[src/design/tks_pkg.sv]
// ----------------------------------------------------------------------------
// tks_pkg: shared types and constants for the top-K score selector
// Field widths, sizing constants, beat types and sequencer states.
// ----------------------------------------------------------------------------
`default_nettype none

package tks_pkg;

	localparam int MAX_WINNERS = 16;
	localparam int MAX_ITEMS   = 1024;
	localparam int SCORE_WIDTH = 32;

	localparam int IDX_W  = 10;
	localparam int CFG_W  = 5;
	localparam int CNT_W  = $clog2(MAX_ITEMS + 1);
	localparam int K_W    = $clog2(MAX_WINNERS + 1);
	localparam int POS_W  = (MAX_WINNERS > 1) ? $clog2(MAX_WINNERS) : 1;
	localparam int DATA_W = 32;
	localparam int ADDR_W = 3;

	localparam logic [0:0] REG_WINNERS_COUNT = 1'b0;

	typedef struct packed {
		logic signed [SCORE_WIDTH-1:0] score;
		logic                          last_item;
	} item_t;

	typedef struct packed {
		logic [IDX_W-1:0]              winner_index;
		logic signed [SCORE_WIDTH-1:0] winner_score;
		logic                          last_winner;
	} result_t;

	typedef struct packed {
		logic [IDX_W-1:0]              index;
		logic signed [SCORE_WIDTH-1:0] score;
	} entry_t;

	typedef enum logic [2:0] {
		ST_IDLE,
		ST_FILL,
		ST_REPL_CHK,
		ST_REPL_CMP,
		ST_WRITE_NEW,
		ST_FINISH,
		ST_EMIT
	} state_t;

	function automatic logic [K_W-1:0] clamp_k(input logic [CFG_W-1:0] v);
		logic [K_W-1:0] r;
		if (v == '0) begin
			r = K_W'(1);
		end else if (int'(v) > MAX_WINNERS) begin
			r = K_W'(MAX_WINNERS);
		end else begin
			r = K_W'(v);
		end
		return r;
	endfunction

endpackage

`default_nettype wire

[src/design/tks_ram.sv]
// ----------------------------------------------------------------------------
// tks_ram: generic single-write, single-read RAM
// One write port and one read port with registered read data.
// ----------------------------------------------------------------------------
`default_nettype none

module tks_ram #(
	parameter int WIDTH = 8,
	parameter int DEPTH = 16
) (
	input  wire logic                                        clk,
	input  wire logic                                        we,
	input  wire logic [((DEPTH > 1) ? $clog2(DEPTH) : 1)-1:0] waddr,
	input  wire logic [WIDTH-1:0]                            wdata,
	input  wire logic [((DEPTH > 1) ? $clog2(DEPTH) : 1)-1:0] raddr,
	output logic      [WIDTH-1:0]                            rdata
);

	logic [WIDTH-1:0] mem_q [DEPTH];
	logic [WIDTH-1:0] rdata_q;

	always_ff @(posedge clk) begin
		if (we) begin
			mem_q[waddr] <= wdata;
		end
		rdata_q <= mem_q[raddr];
	end

	assign rdata = rdata_q;

endmodule

`default_nettype wire

[src/design/top_k_score_selector.sv]
// ----------------------------------------------------------------------------
// top_k_score_selector: streaming top-K selection over a population
// Keeps the best K scores in an ascending list held in a small RAM and emits
// them best first on the item marked last.
// ----------------------------------------------------------------------------
// Per item: acceptance in idle, then one list step per cycle through the single
// RAM read port and one shared score comparator for an insertion or replacement,
// plus a wrap-up state.
// On the last item: n results follow back to back (n = min(K, items seen)),
// registered from the emit states after wrap-up; busy drops with the final result.
// Asynchronous reset clears the sequencer, the item count and K (to 1); the
// list RAM is not cleared. Results cannot be stalled by the receiver.
`default_nettype none

module top_k_score_selector
	import tks_pkg::*;
(
	input  wire logic              clk,
	input  wire logic              arst_n,
	input  wire logic              start,
	output logic                   busy,
	input  wire item_t             item,
	output logic                   result_valid,
	output result_t                result,
	input  wire logic              psel,
	input  wire logic              penable,
	input  wire logic              pwrite,
	input  wire logic [ADDR_W-1:0] paddr,
	input  wire logic [DATA_W-1:0] pwdata,
	output logic      [DATA_W-1:0] prdata,
	output logic                   pready
);

	state_t state_q, state_d;

	logic [CFG_W-1:0] winners_count_q;
	logic [K_W-1:0]   active_k_q;
	logic [CNT_W-1:0] items_seen_q;
	logic [POS_W-1:0] pos_q;
	logic signed [SCORE_WIDTH-1:0] score_q;
	logic [IDX_W-1:0] idx_q;
	logic             last_q;
	result_t          result_q;
	logic             result_valid_q;

	logic             accept;
	logic [K_W-1:0]   k_eff;
	logic             in_range;
	logic             filling;
	logic [K_W-1:0]   n_out;
	entry_t           new_entry;
	entry_t           rd_entry;
	logic [$bits(entry_t)-1:0] rdata;
	logic signed [SCORE_WIDTH-1:0] cmp_a, cmp_b;
	logic             gt;

	logic             we;
	logic [POS_W-1:0] waddr, raddr;
	entry_t           wdata;

	// ---------------- configuration port ----------------
	assign pready = 1'b1;

	always_ff @(posedge clk or negedge arst_n) begin
		if (!arst_n) begin
			winners_count_q <= CFG_W'(1);
		end else if (psel && penable && pwrite && paddr[2] == REG_WINNERS_COUNT) begin
			winners_count_q <= pwdata[CFG_W-1:0];
		end
	end

	always_comb begin
		prdata = '0;
		if (paddr[2] == REG_WINNERS_COUNT) begin
			prdata = DATA_W'(winners_count_q);
		end
	end

	// ---------------- shared compare unit ----------------
	assign rd_entry  = entry_t'(rdata);
	assign new_entry = '{index: idx_q, score: score_q};

	// The fill walk asks whether the stored entry outranks the new one;
	// the replace walk asks the opposite.
	always_comb begin
		if (state_q == ST_FILL) begin
			cmp_a = rd_entry.score;
			cmp_b = score_q;
		end else begin
			cmp_a = score_q;
			cmp_b = rd_entry.score;
		end
	end
	assign gt = cmp_a > cmp_b;

	assign accept   = start && (state_q == ST_IDLE);
	assign k_eff    = (items_seen_q == '0) ? clamp_k(winners_count_q) : active_k_q;
	assign in_range = items_seen_q < CNT_W'(MAX_ITEMS);
	assign filling  = items_seen_q < CNT_W'(k_eff);
	assign n_out    = (items_seen_q < CNT_W'(active_k_q)) ? K_W'(items_seen_q) : active_k_q;

	// ---------------- sequencer ----------------
	always_ff @(posedge clk or negedge arst_n) begin
		if (!arst_n) begin
			state_q <= ST_IDLE;
		end else begin
			state_q <= state_d;
		end
	end

	always_comb begin
		state_d = state_q;
		we      = 1'b0;
		waddr   = pos_q;
		wdata   = new_entry;
		raddr   = '0;
		case (state_q)
			ST_IDLE: begin
				if (start) begin
					if (!in_range) begin
						state_d = ST_FINISH;
					end else if (filling) begin
						if (items_seen_q == '0) begin
							we      = 1'b1;
							waddr   = '0;
							wdata   = '{index: items_seen_q[IDX_W-1:0], score: item.score};
							state_d = ST_FINISH;
						end else begin
							raddr   = POS_W'(items_seen_q - CNT_W'(1));
							state_d = ST_FILL;
						end
					end else begin
						raddr   = '0;
						state_d = ST_REPL_CHK;
					end
				end
			end
			ST_FILL: begin
				we = 1'b1;
				if (gt) begin
					// shift the larger entry up one slot
					wdata = rd_entry;
					if (pos_q == POS_W'(1)) begin
						state_d = ST_WRITE_NEW;
					end else begin
						raddr = pos_q - POS_W'(2);
					end
				end else begin
					state_d = ST_FINISH;
				end
			end
			ST_REPL_CHK: begin
				if (gt) begin
					if (active_k_q == K_W'(1)) begin
						we      = 1'b1;
						waddr   = '0;
						state_d = ST_FINISH;
					end else begin
						raddr   = POS_W'(1);
						state_d = ST_REPL_CMP;
					end
				end else begin
					state_d = ST_FINISH;
				end
			end
			ST_REPL_CMP: begin
				we = 1'b1;
				if (gt) begin
					// drop the smaller entry down one slot
					wdata = rd_entry;
					if (K_W'(pos_q) + K_W'(2) == active_k_q) begin
						state_d = ST_WRITE_NEW;
					end else begin
						raddr = pos_q + POS_W'(2);
					end
				end else begin
					state_d = ST_FINISH;
				end
			end
			ST_WRITE_NEW: begin
				we      = 1'b1;
				state_d = ST_FINISH;
			end
			ST_FINISH: begin
				if (last_q) begin
					raddr   = POS_W'(n_out - K_W'(1));
					state_d = ST_EMIT;
				end else begin
					state_d = ST_IDLE;
				end
			end
			ST_EMIT: begin
				if (pos_q == '0) begin
					state_d = ST_IDLE;
				end else begin
					raddr = pos_q - POS_W'(1);
				end
			end
			default: begin
				state_d = ST_IDLE;
			end
		endcase
	end

	// ---------------- control counters ----------------
	always_ff @(posedge clk or negedge arst_n) begin
		if (!arst_n) begin
			items_seen_q   <= '0;
			active_k_q     <= K_W'(1);
			result_valid_q <= 1'b0;
		end else begin
			result_valid_q <= (state_q == ST_EMIT);
			if (accept) begin
				if (items_seen_q == '0) begin
					active_k_q <= k_eff;
				end
				if (in_range) begin
					items_seen_q <= items_seen_q + CNT_W'(1);
				end
			end else if (state_q == ST_FINISH && last_q) begin
				items_seen_q <= '0;
			end
		end
	end

	// ---------------- datapath registers ----------------
	always_ff @(posedge clk) begin
		case (state_q)
			ST_IDLE: begin
				if (start) begin
					score_q <= item.score;
					last_q  <= item.last_item;
					idx_q   <= items_seen_q[IDX_W-1:0];
					pos_q   <= filling ? POS_W'(items_seen_q) : '0;
				end
			end
			ST_FILL: begin
				if (gt) begin
					pos_q <= pos_q - POS_W'(1);
				end
			end
			ST_REPL_CMP: begin
				if (gt) begin
					pos_q <= pos_q + POS_W'(1);
				end
			end
			ST_FINISH: begin
				pos_q <= POS_W'(n_out - K_W'(1));
			end
			ST_EMIT: begin
				result_q <= '{winner_index: rd_entry.index,
				              winner_score: rd_entry.score,
				              last_winner:  (pos_q == '0)};
				pos_q    <= pos_q - POS_W'(1);
			end
			default: begin
			end
		endcase
	end

	tks_ram #(
		.WIDTH ($bits(entry_t)),
		.DEPTH (MAX_WINNERS)
	) u_list (
		.clk   (clk),
		.we    (we),
		.waddr (waddr),
		.wdata (wdata),
		.raddr (raddr),
		.rdata (rdata)
	);

	assign busy         = (state_q != ST_IDLE);
	assign result_valid = result_valid_q;
	assign result       = result_q;

endmodule

`default_nettype wire

[config.mk]
export PLATFORM = sky130hd
export DESIGN_NAME = top_k_score_selector
export DESIGN_NICKNAME = d
export VERILOG_FILES = /design/src/design/tks_pkg.sv /design/src/design/tks_ram.sv /design/src/design/top_k_score_selector.sv
export SDC_FILE = /design/constraint.sdc
export NUM_CORES = 1
export LEC_CHECK = 0
export BUFFER_PORTS_ARGS = -buffer_cell sky130_fd_sc_hd__buf_4
export CORE_ASPECT_RATIO = 0.6
export CORE_UTILIZATION = 62
export CTS_CLUSTER_SIZE = 14
export DETAILED_ROUTE_END_ITERATION = 10
export GPL_TIMING_DRIVEN = 1
export PLACE_DENSITY = 0.83
export SLEW_MARGIN = 20
export SYNTH_ARGS = -nofsm -noshare
export SYNTH_HDL_FRONTEND = slang
export SYNTH_SLANG_ARGS = --single-unit
[constraint.sdc]
create_clock -name clk -period 14.4 [get_ports clk]
set_input_delay 1.44 -clock clk [delete_from_list [all_inputs] [get_ports clk]]
set_output_delay 1.44 -clock clk [all_outputs]
set_load 0.01 [all_outputs]
==> impl_metrics.ini <==
[run_status]
outcome = completed

[timing]
slew-limit-headroom_pct = 25.9
min_period_ns = 6.35
hold_violations = 0
rsz0062_at_grt = no
fin_skew_ns = 0.0288
slew_viol_final = 0
finalSetupTns_ns = 0
fin_crit_sh_pct = 44.1
tightestPinTransition_ns = 1.11
max_freq_mhz = 157
setup_viol = 0

[synth]
synth_commonest_cells = edfxtp_1, mux4_2, mux2i_1
async_flop_share_pct = 3.02
syn_avg_cell_area_um2 = 19.5
synth_cell_types = 78
yosysMostFrequentCell = edfxtp_1
yosysWarnings = 0
netlist_area_um2 = 33900
yosysSeqAreaShare_pct = 71.9
syn_inst = 1737
ys_top_cells_by_area = edfxtp_1, mux4_2, mux2i_1, dfxtp_1, mux4_1
synth_top_area_share_pct = 67.6
synth_edf_count = 762
synth-seq-cells = 829
synth_ff_type = edfxtp_1
synth_top_area_cell = edfxtp_1

[place]
portBuffers = 94
hpwlAfterDp_mm = 40.9
dp.cells = 2479
routabilityCongestion = 0.880

[power]
switching_power_mw = 3.40
switching_share_pct = 35.1
p_clk_share_pct = 19.6
combPwrFrac_pct = 40.7
p_int_mw = 6.28
vdd_drop_max_v = 0.000303
power.static_leakage_nw = 12.4
power_density_nw_per_um2 = 259
seqPwrFrac_pct = 39.7

[finish]
register_area_um2 = 24400
fin_util_pct = 70.1
final_cells = 2610
finalNetCount = 1944
antennaDiodeCount = 0
fillers = 3112
drive_gt1_share_pct = 21.7
multi_input_area_um2 = 8630
area_growth_syn_to_layout_pct = 10.2

[grt]
grt_use_met3_pct = 5.04
globalRouteOverflowTotal = 0
globalRoute.busiestLayer = met2
grt_use_met1_pct = 40.0
antenna_found_initial = 0
grt_max_degree = 117
use_met2_pct = 43.7
track_usage_pct = 27.7
grt_pass1_vias = 17504
grt_pass1_wl_mm = 112

[clocking]
clkTransAtPathRegs_ns = 0.07
hold_buffers = 0
max-clock-path-buffers = 3
cts_inserted_buffers = 73
cts_num_sinks = 829
post-cts-setup-buffer-count = 0
clkLatencyLatePin_ns = 0.62
h-tree-depth = 3
cts_resized = 0
cts-root-buf = clkbuf_16
cts_tree = yes

[route]
wire_per_inst_um = 29.3
drtIter0Drc = 2403
vias = 17370
wl_mm = 76.4
drt.antenna.violating_nets = 0
drt-pass1-iter-count = 9
post_drt_via_cell_ratio = 6.66
drc_errors = 0

[critical_path]
crit_start = score_q[31]
crit_arrival_ns = 6.81
cp_max_fo = 30
r2r_slack_ns = 8.05
rr_startpoint = score_q[31]
crit_path_end_kind = flip-flop
cp-start-kind = flip-flop
reg2reg_depth = 14
crit_required_ns = 14.86
critPathKind = reg -> reg
cp-endpoint = u_list.rdata[1]
reg2reg_to = u_list.rdata[1]

[floorplanning]
dieArea_um2 = 55600
io_pins = 152
initial_core_util_pct = 63.6
coreArea_um2 = 53300
die_w_um = 304
rows = 65
die_h_um = 183

[hold_path]
hold_path_class = reg -> reg
hold_path_depth = 0

[job]
drv_cap = 0
-- worst min path at each step --
stage | slack [ns] | end | startpoint
after CTS | 0.45 | result[38] | u_list.rdata[37]
after floorplan | 0.41 | result[33] | u_list.rdata[32]
after global placement | 0.42 | result[38] | u_list.rdata[37]
after global routing | 0.46 | result[38] | u_list.rdata[37]
after detailed placement | 0.43 | result[38] | u_list.rdata[37]
final | 0.44 | result[38] | u_list.rdata[37]
-- power groups by stage --
stage | Sequential (mW) | Clock, mW | Combinational, mW
after global placement | 3.84 | 0 | 3.74
after detailed placement | 3.88 | 0 | 3.88
final | 3.84 | 1.90 | 3.94
after CTS | 3.84 | 1.92 | 3.94
after global routing | 3.87 | 2.01 | 4.21
after floorplan | 3.77 | 0 | 3.11
-- layout make-up --
| cell class | instances | area share (%) |
|---|---|---|
| clock buffer | 116 | 5.66 |
| sequential | 829 | 65.2 |
| timing repair buffer | 120 | 2.50 |
| inverter | 71 | 0.714 |
| multi-input combinational | 757 | 23.1 |
| clock inverter | 14 | 0.412 |
| tap | 703 | 2.36 |
-- placed cells by master (no fill, tap or decap), types with 24 or more instances in the layout --
master | netlist | routed
edfxtp_1 | 762 | 762
mux4_2 | 145 | 145
mux2i_1 | 136 | 136
buf_4 | 35 | 118
clkbuf_16 | 0 | 77
inv_1 | 71 | 71
dfxtp_1 | 42 | 42
a222oi_1 | 35 | 35
clkbuf_1 | 17 | 35
nand2_1 | 29 | 28
conb_1 | 2 | 28
nor2_1 | 45 | 26
nor2b_1 | 24 | 24
nand2b_1 | 24 | 24
-- kinds of logic (layout without fill, tap and decap cells) --
group | after synthesis | count (layout) | share of synthesized area, %
flops | 829 | 829 | 71.9
compound gates | 134 | 134 | 3.19
fa+ha+maj | 45 | 45 | 1.49
other cells | 2 | 28 | 0.0222
simple gates | 196 | 196 | 3.13
xor+xnor | 39 | 39 | 1.03
mux | 315 | 315 | 15.8
buf+inv | 177 | 321 | 3.40
-- routing by layer --
| metal | wire, um | part of all wire, % |
|---|---|---|
| met1 | 30500 | 40 |
| met2 | 36500 | 48 |
| met3 | 7200 | 9.4 |
| met4 | 2260 | 3.0 |
| met5 | 0 | 0 |
-- sequential cells by signal (all words and copies together), names as in the netlist --
name / count
u_list.mem_q: 672
result: 43
u_list.rdata: 42
score_q: 32
items_seen_q: 11
idx_q: 10
active_k_q: 5
winners_count_q: 5
pos_q: 4
state_q: 3
last_q: 1
result_valid: 1
-- worst max-delay path, stage by stage (launching register included) --
cell and delay (ns):
edfxtp_1 0.49, xnor2_2 0.25, o2111a_1 0.30, nand4_2 0.26, nor4_4 0.82, nand3_1 0.36, o31a_1 0.28, a31oi_1 0.27
a2bb2oi_2 0.54, nand3_1 0.25, nand2_4 0.52, buf_4 0.61, buf_4 0.62, mux2i_1 0.37, mux2i_1 0.13
-- per-stage QoR --
step           hold WS [ns]  power, mW  worst slack (ns)  instance area, um^2
6_report              0.440       9.68              8.05                37300
4_1_cts               0.452       9.70              8.18                37300
3_3_place_gp          0.420       7.58              8.37                35000
5_1_grt               0.462       10.1              7.91                37300
3_5_place_dp          0.433       7.76              8.20                35000
2_1_floorplan         0.409       6.88              9.26                34000
No activity file was read; power rests on OpenSTA's default activity.
